### config.mk
export PLATFORM = sky130hd
export DESIGN_NAME = max_pool_3x3_stride2_top_flat
export DESIGN_NICKNAME = d
export VERILOG_FILES = /design/src/hdl/mpool_pkg.sv /design/src/hdl/mpool_if.sv /design/src/hdl/mpool_scan.sv /design/src/hdl/mpool_store.sv /design/src/hdl/max_pool_3x3_stride2_top.sv /design/src/flat_wrapper.sv
export SDC_FILE = /design/constraint.sdc
export NUM_CORES = 1
export LEC_CHECK = 0
export ABC_AREA = 1
export BUFFER_PORTS_ARGS = -buffer_cell sky130_fd_sc_hd__buf_2
export CAP_MARGIN = 10
export CORE_UTILIZATION = 40
export CTS_CLUSTER_DIAMETER = 30
export DETAILED_ROUTE_END_ITERATION = 10
export PLACE_DENSITY_LB_ADDON = 0.12
export SYNTH_ARGS = -nofsm -noshare
export SYNTH_HDL_FRONTEND = slang
export SYNTH_SLANG_ARGS = --single-unit
### constraint.sdc
create_clock -name i_clk -period 3.2 [get_ports i_clk]
set_clock_uncertainty 0.15 [all_clocks]
set_input_delay 0 -clock i_clk [delete_from_list [all_inputs] [get_ports i_clk]]
set_output_delay 0 -clock i_clk [all_outputs]
set_load 0.05 [all_outputs]
### src/hdl/mpool_pkg.sv
// ----------------------------------------------------------------------------
// mpool_pkg
// Shared constants and types of the 3x3 stride-2 max pool.
// ----------------------------------------------------------------------------
`default_nettype none

package mpool_pkg;

    localparam int CHANNELS  = 64;
    localparam int IN_HEIGHT = 16;
    localparam int IN_WIDTH  = 16;
    localparam int OUT_W     = (IN_WIDTH - 1) / 2 + 1;

    localparam int COL_W  = (IN_WIDTH > 1) ? $clog2(IN_WIDTH) : 1;
    localparam int ROW_W  = (IN_HEIGHT > 1) ? $clog2(IN_HEIGHT) : 1;
    localparam int CH_W   = (CHANNELS > 1) ? $clog2(CHANNELS) : 1;
    localparam int ADDR_W = (OUT_W > 1) ? $clog2(OUT_W) : 1;

    typedef logic signed [15:0] t_q88;
    typedef logic [ADDR_W-1:0]  t_addr;
    typedef logic [COL_W-1:0]   t_col;
    typedef logic [ROW_W-1:0]   t_row;
    typedef logic [CH_W-1:0]    t_chan;

    localparam t_q88 Q88_MIN = 16'sh8000;

    // one request per closed output column of an input row
    typedef struct packed {
        logic  valid;
        t_q88  h;          // horizontal max over the window's columns
        t_addr addr;       // output column
        logic  first_row;  // first row of a channel: store content ignored
        logic  odd_row;
        logic  emit;       // window closes on this row
        logic  last;       // final window of the frame
    } t_req;

endpackage

`default_nettype wire

### src/hdl/mpool_if.sv
// ----------------------------------------------------------------------------
// mpool_if
// Valid/ready stream interfaces for pixels in and pooled values out.
// ----------------------------------------------------------------------------
`default_nettype none

interface mpool_pix_if;
    import mpool_pkg::*;
    logic valid;
    logic ready;
    t_q88 pixel_value;
    modport source (output valid, output pixel_value, input ready);
    modport sink   (input valid, input pixel_value, output ready);
endinterface

interface mpool_pool_if;
    import mpool_pkg::*;
    logic valid;
    logic ready;
    t_q88 pooled_value;
    logic frame_last;
    modport source (output valid, output pooled_value, output frame_last, input ready);
    modport sink   (input valid, input pooled_value, input frame_last, output ready);
endinterface

`default_nettype wire

### src/hdl/mpool_scan.sv
// ----------------------------------------------------------------------------
// mpool_scan
// Position counters and horizontal running max; issues one store request
// per closed output column.
// ----------------------------------------------------------------------------
`default_nettype none

module mpool_scan (
    input  wire logic          i_clk,
    input  wire logic          i_rst_n,
    mpool_pix_if.sink          i_pix,
    input  wire logic          i_room,
    output mpool_pkg::t_req    o_req
);
    import mpool_pkg::*;

    t_col  r_col;
    t_row  r_row;
    t_chan r_chan;
    t_q88  r_run;

    logic  accept;
    logic  col_end;
    logic  row_end;
    logic  chan_end;
    t_q88  pix;
    t_q88  hmax;

    assign i_pix.ready = i_room;
    assign accept      = i_pix.valid && i_room;
    assign pix         = i_pix.pixel_value;
    assign col_end     = (r_col == COL_W'(IN_WIDTH - 1));
    assign row_end     = (r_row == ROW_W'(IN_HEIGHT - 1));
    assign chan_end    = (r_chan == CH_W'(CHANNELS - 1));

    always_comb begin
        if (r_col == '0) begin
            hmax = pix;
        end else begin
            hmax = ($signed(pix) > $signed(r_run)) ? pix : r_run;
        end
        o_req.valid     = accept && (r_col[0] || col_end);
        o_req.h         = hmax;
        o_req.addr      = ADDR_W'(r_col >> 1);
        o_req.first_row = (r_row == '0);
        o_req.odd_row   = r_row[0];
        o_req.emit      = r_row[0] || row_end;
        o_req.last      = col_end && row_end && chan_end;
    end

    // odd column seeds the next window with its own pixel
    always_ff @(posedge i_clk) begin
        if (accept) begin
            r_run <= r_col[0] ? pix : hmax;
        end
    end

    always_ff @(posedge i_clk) begin
        if (!i_rst_n) begin
            r_col  <= '0;
            r_row  <= '0;
            r_chan <= '0;
        end else if (accept) begin
            if (col_end) begin
                r_col <= '0;
                if (row_end) begin
                    r_row  <= '0;
                    r_chan <= chan_end ? '0 : r_chan + 1'b1;
                end else begin
                    r_row <= r_row + 1'b1;
                end
            end else begin
                r_col <= r_col + 1'b1;
            end
        end
    end

endmodule

`default_nettype wire

### src/hdl/mpool_store.sv
// ----------------------------------------------------------------------------
// mpool_store
// Column store of partial maxima: read on request, merge and write back from
// the registered request stage; output register towards the sink.
// ----------------------------------------------------------------------------
`default_nettype none

module mpool_store (
    input  wire logic            i_clk,
    input  wire logic            i_rst_n,
    input  wire mpool_pkg::t_req i_req,
    output logic                 o_room,
    mpool_pool_if.source         o_pool
);
    import mpool_pkg::*;

    t_q88 mem [OUT_W];

    t_req r_s1;
    t_q88 r_rd;
    logic r_fwd;
    t_q88 r_fwd_data;
    logic r_o_valid;
    t_q88 r_o_value;
    logic r_o_last;

    logic out_free;
    logic s1_go;
    logic rd_en;
    logic wr_en;
    t_q88 prev;
    t_q88 merged;
    t_q88 wdata;

    assign out_free = !r_o_valid || o_pool.ready;
    assign s1_go    = r_s1.valid && (!r_s1.emit || out_free);
    assign o_room   = !r_s1.valid || s1_go;
    assign rd_en    = i_req.valid && o_room;
    assign wr_en    = s1_go;

    always_comb begin
        if (r_s1.first_row) begin
            prev = Q88_MIN;
        end else if (r_fwd) begin
            prev = r_fwd_data;
        end else begin
            prev = r_rd;
        end
        merged = ($signed(r_s1.h) > $signed(prev)) ? r_s1.h : prev;
        // odd rows leave only their own row for the next window
        wdata  = r_s1.odd_row ? r_s1.h : merged;
    end

    always_ff @(posedge i_clk) begin
        if (wr_en) begin
            mem[r_s1.addr] <= wdata;
        end
        if (rd_en) begin
            r_rd       <= mem[i_req.addr];
            r_fwd      <= wr_en && (r_s1.addr == i_req.addr);
            r_fwd_data <= wdata;
        end
    end

    always_ff @(posedge i_clk) begin
        if (!i_rst_n) begin
            r_s1.valid <= 1'b0;
        end else if (o_room) begin
            r_s1.valid <= i_req.valid;
        end
        if (rd_en) begin
            r_s1.h         <= i_req.h;
            r_s1.addr      <= i_req.addr;
            r_s1.first_row <= i_req.first_row;
            r_s1.odd_row   <= i_req.odd_row;
            r_s1.emit      <= i_req.emit;
            r_s1.last      <= i_req.last;
        end
    end

    always_ff @(posedge i_clk) begin
        if (!i_rst_n) begin
            r_o_valid <= 1'b0;
        end else if (s1_go && r_s1.emit) begin
            r_o_valid <= 1'b1;
        end else if (o_pool.ready) begin
            r_o_valid <= 1'b0;
        end
    end

    always_ff @(posedge i_clk) begin
        if (s1_go && r_s1.emit) begin
            r_o_value <= merged;
            r_o_last  <= r_s1.last;
        end
    end

    assign o_pool.valid        = r_o_valid;
    assign o_pool.pooled_value = r_o_value;
    assign o_pool.frame_last   = r_o_last;

    a_req_room: assert property (@(posedge i_clk) disable iff (!i_rst_n)
        i_req.valid |-> o_room)
        else $error("request issued without room in the store stage");

    a_fwd: assert property (@(posedge i_clk) disable iff (!i_rst_n)
        (rd_en && wr_en && r_s1.addr == i_req.addr) |=> r_fwd)
        else $error("same-entry read and write not forwarded");

    a_stall_hold: assert property (@(posedge i_clk) disable iff (!i_rst_n)
        (r_s1.valid && !s1_go) |=> (r_s1.valid && $stable(r_s1)))
        else $error("stalled store request changed");

    a_row_kind: assert property (@(posedge i_clk) disable iff (!i_rst_n)
        r_s1.valid |-> !(r_s1.first_row && r_s1.odd_row))
        else $error("first row of a channel flagged odd");

endmodule

`default_nettype wire

### src/hdl/max_pool_3x3_stride2_top.sv
// ----------------------------------------------------------------------------
// max_pool_3x3_stride2_top
// Streaming 3x3, stride 2, pad 1 max pool over signed Q8.8 pixels.
// ----------------------------------------------------------------------------
// Takes one pixel per cycle in channel-major raster order and emits each
// window maximum once its last in-range pixel has arrived, in channel, row,
// column order, with frame_last on the final output of a frame. A closed
// window column costs one read and one write-back of the column store (one
// entry per output column, single read and single write port); the write-back
// follows the read from the registered store stage, with forwarding, so the
// store sustains one pixel per cycle. Output valid is registered from the store
// stage holding the request of the pixel that closes the window. Pixel requests
// stall only while the output is held back with both the store stage and the
// output register occupied by results. The first row of each channel ignores
// the store, so no clearing pass is needed after reset or between channels.
`default_nettype none

module max_pool_3x3_stride2_top (
    input  wire logic    i_clk,
    input  wire logic    i_rst_n,
    mpool_pix_if.sink    i_pix,
    mpool_pool_if.source o_pool
);
    import mpool_pkg::*;

    t_req req;
    logic room;

    mpool_scan u_scan (
        .i_clk   (i_clk),
        .i_rst_n (i_rst_n),
        .i_pix   (i_pix),
        .i_room  (room),
        .o_req   (req)
    );

    mpool_store u_store (
        .i_clk   (i_clk),
        .i_rst_n (i_rst_n),
        .i_req   (req),
        .o_room  (room),
        .o_pool  (o_pool)
    );

endmodule

`default_nettype wire
### src/flat_wrapper.sv
// flat-port wrapper written by rule: the top's interface ports become plain ports
module max_pool_3x3_stride2_top_flat import mpool_pkg::*;
  (i_clk, i_rst_n, i_pix_valid, i_pix_pixel_value, i_pix_ready, o_pool_valid, o_pool_pooled_value, o_pool_frame_last, o_pool_ready);
  mpool_pix_if i_pix_i ();
  mpool_pool_if o_pool_i ();
  input  wire logic i_clk;
  input  wire logic i_rst_n;
  input wire logic [$bits(i_pix_i.valid)-1:0] i_pix_valid;
  input wire logic [$bits(i_pix_i.pixel_value)-1:0] i_pix_pixel_value;
  output wire logic [$bits(i_pix_i.ready)-1:0] i_pix_ready;
  output wire logic [$bits(o_pool_i.valid)-1:0] o_pool_valid;
  output wire logic [$bits(o_pool_i.pooled_value)-1:0] o_pool_pooled_value;
  output wire logic [$bits(o_pool_i.frame_last)-1:0] o_pool_frame_last;
  input wire logic [$bits(o_pool_i.ready)-1:0] o_pool_ready;
  assign i_pix_i.valid = i_pix_valid;
  assign i_pix_i.pixel_value = i_pix_pixel_value;
  assign i_pix_ready = i_pix_i.ready;
  assign o_pool_valid = o_pool_i.valid;
  assign o_pool_pooled_value = o_pool_i.pooled_value;
  assign o_pool_frame_last = o_pool_i.frame_last;
  assign o_pool_i.ready = o_pool_ready;
  max_pool_3x3_stride2_top u_core (.i_clk(i_clk), .i_rst_n(i_rst_n), .i_pix(i_pix_i), .o_pool(o_pool_i));
endmodule
Word-level counts from Yosys, hierarchy flattened --
Memory sizes are Yosys's and may differ from the RTL's. A register that Yosys moved wholly into a read port is not among the register bits. Cells that the tools add are included.
Cells by class: $add $sub $neg 3, multiply operators 0, div/mod/pow operators 0, order comparisons 2, equality and inequality tests 4, shift-type cells 0, mux-type cells 14, bitwise operators 0, reductions and logical operators 21
Operator list (count):
- 2-to-1 mux 16 bit | 7
- > comparator 16 bit | 2
- adder 4 x 1 -> 4 bit, second input constant | 2
- equality test 4 bit, second input constant | 2
- logical AND 1 bit | 8
- logical NOT 4 bit | 2
- 2-to-1 mux 4 bit | 2
- adder 6 x 1 -> 6 bit, second input constant | 1
- equality test 6 bit, second input constant | 1
- 2-to-1 mux 6 bit | 1
- logical OR 1 bit | 5
- 2-to-1 mux 1 bit | 4
- equality test 3 bit | 1
- logical NOT 1 bit | 3
- AND reduction 3 bit | 1
- AND reduction 2 bit | 1
- nonzero test 2 bit | 1
Storage, ports and cells: flip-flop bits (word level) 89, latch bits 0, bits in writable memories 128, bits in read-only memories 0, input bits 20, output and inout bits 19, logic and storage cells 61, memories 1
Memories:
- u_core.u_store.mem | words 8, width 16, read ports 1, clocked after memory_dff 1, write ports 1, RTL line mpool_store.sv:17 | t_q88 mem [OUT_W];

Depth between registers and ports, before layout --
depth in word-level cells 8, depth in mapped cells 19, depth with buffers taken out 17

Hierarchy --
Synthesis repeated with hierarchy kept, for this count alone.
Second synthesis, totals: cells, all modules 1013, area, all modules 10766.6 um2
By module, submodules not included:
- mpool_store | times used 1, cells each 704, area an instance 8521.9 um2, seq. area each 6075.8 um2
- mpool_scan | times used 1, cells each 309, area an instance 2244.7 um2, seq. area each 760.7 um2

Worst setup path after synthesis --
OpenSTA, ideal clock, no wires.
path kind flip-flop to flip-flop, start point reg u_core.u_store.r_o_valid (netlist: u_core.u_store.o_pool.valid), end point reg u_core.u_store.r_fwd (enable), setup time 642 ps, data arrival time 3126 ps, data required time 2408 ps, slack -719 ps, stages on the path, launching flop included 6, buffers on the path 0, period minus slack after synthesis 3919 ps, cell sequence dfxtp_1 -> nand4_1 -> nand2_1 -> inv_1 -> nand2_1 -> nand2_1
On the way: longest elaborated chain between the ends 8
Ends and longest elaborated chain:
- start, declared | RTL line mpool_store.sv:23 | logic r_o_valid;
- start signal, assigned | RTL line mpool_store.sv:83 | r_o_valid <= 1'b0;
- start signal, assigned | RTL line mpool_store.sv:85 | r_o_valid <= 1'b1;
- start signal, assigned | RTL line mpool_store.sv:87 | r_o_valid <= 1'b0;
- logical NOT 1 bit | RTL line mpool_store.sv:35 | assign out_free = !r_o_valid || o_pool.ready;
- logical OR 1 bit | RTL line mpool_store.sv:35
- logical OR 1 bit | RTL line mpool_store.sv:36 | assign s1_go = r_s1.valid && (!r_s1.emit || out_free);
- logical AND 1 bit | RTL line mpool_store.sv:36
- logical OR 1 bit | RTL line mpool_store.sv:37 | assign o_room = !r_s1.valid || s1_go;
- named net i_pix_ready | RTL line flat_wrapper.sv:10 | output wire logic [$bits(i_pix_i.ready)-1:0] i_pix_ready;
- logical AND 1 bit | RTL line mpool_scan.sv:30 | assign accept = i_pix.valid && i_room;
- named net u_core.u_scan.accept | RTL line mpool_scan.sv:22 | logic accept;
- logical AND 1 bit | RTL line mpool_scan.sv:42 | o_req.valid = accept && (r_col[0] || col_end);
- logical AND 1 bit | RTL line mpool_store.sv:38 | assign rd_en = i_req.valid && o_room;
- named net u_core.u_store.rd_en | RTL line mpool_store.sv:29 | logic rd_en;
- end signal, assigned | RTL line mpool_store.sv:60 | r_fwd <= wr_en && (r_s1.addr == i_req.addr);
- end, declared | RTL line mpool_store.sv:21 | logic r_fwd;
The timed path passes the listed nets, and every way through them passes these cells. A chain may end at the register's enable or synchronous reset.

Final worst setup path --
start point reg u_core.u_store.r_fwd, end point mem u_core.u_store.mem[7][3] in the netlist's numbering, data pin
On the way: longest elaborated chain between the ends 5
Ends and longest elaborated chain:
- 2-to-1 mux 16 bit (*) | RTL line mpool_store.sv:44 | end else if (r_fwd) begin
- 2-to-1 mux 16 bit (*) | RTL line mpool_store.sv:42 | if (r_s1.first_row) begin
- > comparator 16 bit | RTL line mpool_store.sv:49 | merged = ($signed(r_s1.h) > $signed(prev)) ? r_s1.h : prev;
- 2-to-1 mux 16 bit (*) | RTL line mpool_store.sv:49
- 2-to-1 mux 16 bit (*) | RTL line mpool_store.sv:51 | wdata = r_s1.odd_row ? r_s1.h : merged;
- named net u_core.u_store.wdata[3] | RTL line mpool_store.sv:33 | t_q88 wdata;
- end, declared | RTL line mpool_store.sv:17
The timed path passes the listed nets; every way through them passes the cells marked *.

==> results_dict.tcl <==
set metrics [dict create \
    status "finished, violations left" \
    violations "DRC" \
    setup_tns_ns 0 \
    insertion_delay_ns 0.53 \
    ir_drop_uv 456 \
    antenna_found_initial 0 \
    synth_area_leaders "edfxtp_1, nor2_1, nand2_1" \
    synth_top_flop_cell "edfxtp_1" \
    p_per_area_mw_per_mm2 680 \
    cap_violations 0 \
    die_h_um 166 \
    clk_path_buf_depth 3 \
    rsz0062_at_grt "no" \
    clock-sinks 233 \
    rr_startpoint "u_core.u_store.r_fwd" \
    synthDistinctLibCells 39 \
    drcViolationCount 4 \
    cts_htree_levels 2 \
    ant_nets 0 \
    clk_pin_slew_ns 0.04 \
    cellLeakagePower_nw 5.26 \
    end_kind "flip-flop" \
    dieArea_mm2 0.0274 \
    syn_nets 1073 \
    fin_crit_sh_pct 92.2 \
    synth_cells 1016 \
    tightestPinTransition_ns 0.835 \
    tritoncts "yes" \
    io_pins 39 \
    synth_common_cells "edfxtp_1, nor2_1, nand2_1" \
    async_flop_share_pct 0 \
    seq_area_frac_synth_pct 63.8 \
    diodes 0 \
    grt_max_degree 67 \
    drive_above_1_share_pct 14.7 \
    globalplace.congestion 0.848 \
    first_pass_iters 8 \
    syn2layout_area_growth_pct 24.0 \
    yosysMostFrequentCell "edfxtp_1" \
    io_buffers 38 \
    syn_area_mm2 0.0107 \
    path_cells "buf_4 -> nor2_1 -> nor2_1 -> o21ai_0 -> ha_1 -> nand2_1 -> inv_1 -> o21ai_0 -> a21oi_1 -> nor2_1 -> nand2_1 -> nand2_2 -> buf_4 -> nand4_1 -> nand3_1 -> nand2_1" \
    die_x_um 166 \
    fmax_ghz 0.339 \
    worstPathRequired_ns 3.24 \
    yosysTopAreaCell "edfxtp_1" \
    start_util_pct 41.0 \
    grt_pass1_vias 7311 \
    grt_pass1_wl_um 41200 \
    drt_iter0_drc 527 \
    synth_warnings 0 \
    drv_slew 0 \
    hpwl_um 16700 \
    cp_data_arrival_time_ns 2.99 \
    ctsResizeCount 0 \
    hold_start "i_pix_pixel_value[0]" \
    start_kind "flip-flop" \
    cts-root-buf "clkbuf_16" \
    syn_avg_cell_area_um2 10.5 \
    vias 7599 \
    core-area_mm2 0.0261 \
    grt_remaining_overflow 0 \
    yosysTopAreaCellShare_pct 60.8 \
    crit_type "reg2reg" \
    holdWs_ns 0.149 \
    layout_min_cycle_time_ns 2.95 \
    cp_max_fo 12 \
    synth_edf_count 217 \
    vias_per_cell 5.10 \
    cp_slowest_stage_delay_ns 0.40 \
    finalHoldViolations 0 \
    synth-seq-cells 233 \
    routed_wl_um 26500 \
    fin_nets 1175 \
    power.total_mw 9.03 \
    critPathLaunch "u_core.u_store.r_fwd" \
    cp_slowest_cell "edfxtp_1" \
    min_path_type "in2reg" \
    finalSetupViolations 0 \
    post-route-util_pct 50.8 \
    numCtsBuffers 49 \
    wl_per_cell_um 17.8 \
    relSlewSlack_pct 44.3 \
    rows 59 \
    grt_usage_pct 19.6 \
]
[where the power goes]
part | internal (mW) | switching [mW] | leakage, nW
combinational | 0.217 | 0.441 | 2.36
sequential | 3.46 | 0.0347 | 2.11
clock | 3.32 | 1.56 | 0.785
[cell usage in the layout, fill, tap and decap left out, drive strengths merged, types with 33 or more instances in the layout]
cell / instances
buf: 74
and2: 33
nand2: 163
nor2: 166
nand3: 59
edfxtp: 217
inv: 95
clkbuf: 56
o21ai: 89
ha: 37
[cell type report]
type,instances,area (um^2)
tap,335,419
multi-input combinational,644,3320
fill,2359,12800
sequential,233,6840
clock buffer,56,1270
clock inverter,33,350
timing repair buffer,94,723
inverter,96,360
[state kept, by name, summed over array words and instances, names as in the netlist]
name and count:
u_core.u_scan.r_chan 6, u_core.u_scan.r_col 4, u_core.u_scan.r_row 4, u_core.u_scan.r_run 16, u_core.u_store.mem 128, u_core.u_store.o_pool.frame_last 1
u_core.u_store.o_pool.pooled_value 16, u_core.u_store.o_pool.valid 1, u_core.u_store.r_fwd 1, u_core.u_store.r_fwd_data 16, u_core.u_store.r_rd 16, u_core.u_store.r_s1 24
[final timing paths]
path	end	cells after the start	slack, ns
min	u_core.u_scan.r_run[0]	4	0.15
max reg2reg	u_core.u_store.mem[7][3]	16	0.25
min reg2reg	u_core.u_store.o_pool.frame_last	0	0.27
max	u_core.u_store.mem[7][3]	16	0.25
[repair_timing]
| action | 4_1_cts | 5_1_grt |
|---|---|---|
| hold endpoints to repair | 49 | 0 |
| hold buffers | 20 | 0 |
| endpoints found under the setup margin | 0 | 0 |
| buffers inserted | 0 | 0 |
[critical path: cells and delay by family (launching register included)]
| family | cells | cell delay [ns] |
|---|---|---|
| adders and majority gates | 1 | 0.29 |
| DFF | 1 | 0.40 |
| and+or+nand+nor | 9 | 1.04 |
| AOI/OAI and AO/OA | 3 | 0.32 |
| buffers and inverters | 3 | 0.41 |
[stage by stage]
step	std cells	area, um^2	worst slack (ns)
after global routing	1491	13300	0.00337
after floorplan	1016	10700	0.132
final	1491	13300	0.249
after CTS	1491	13300	0.238
after detailed placement	1382	11500	0.271
after global placement	1382	11500	0.291
[cells by family (layout without fill, tap and decap cells)]
logic type	Yosys count	in the layout	synth area share [%]
xor+xnor	1	1	0.0818
compound gates	148	148	7.50
buf+inv	139	279	5.27
flops	233	233	63.8
fa+ha+maj	37	37	4.32
simple gates	458	458	19.0
[routing by layer]
layer / share of wire [%] / up-vias / global-route usage (%)
li1: - / 3742 / -
met1: 48 / 3622 / 27.5
met2: 45 / 191 / 30.6
met3: 4.5 / 44 / 3.44
met4: 2.1 / 0 / 6.62
met5: 0 / - / 0
Power figures use the tool's default switching activity.
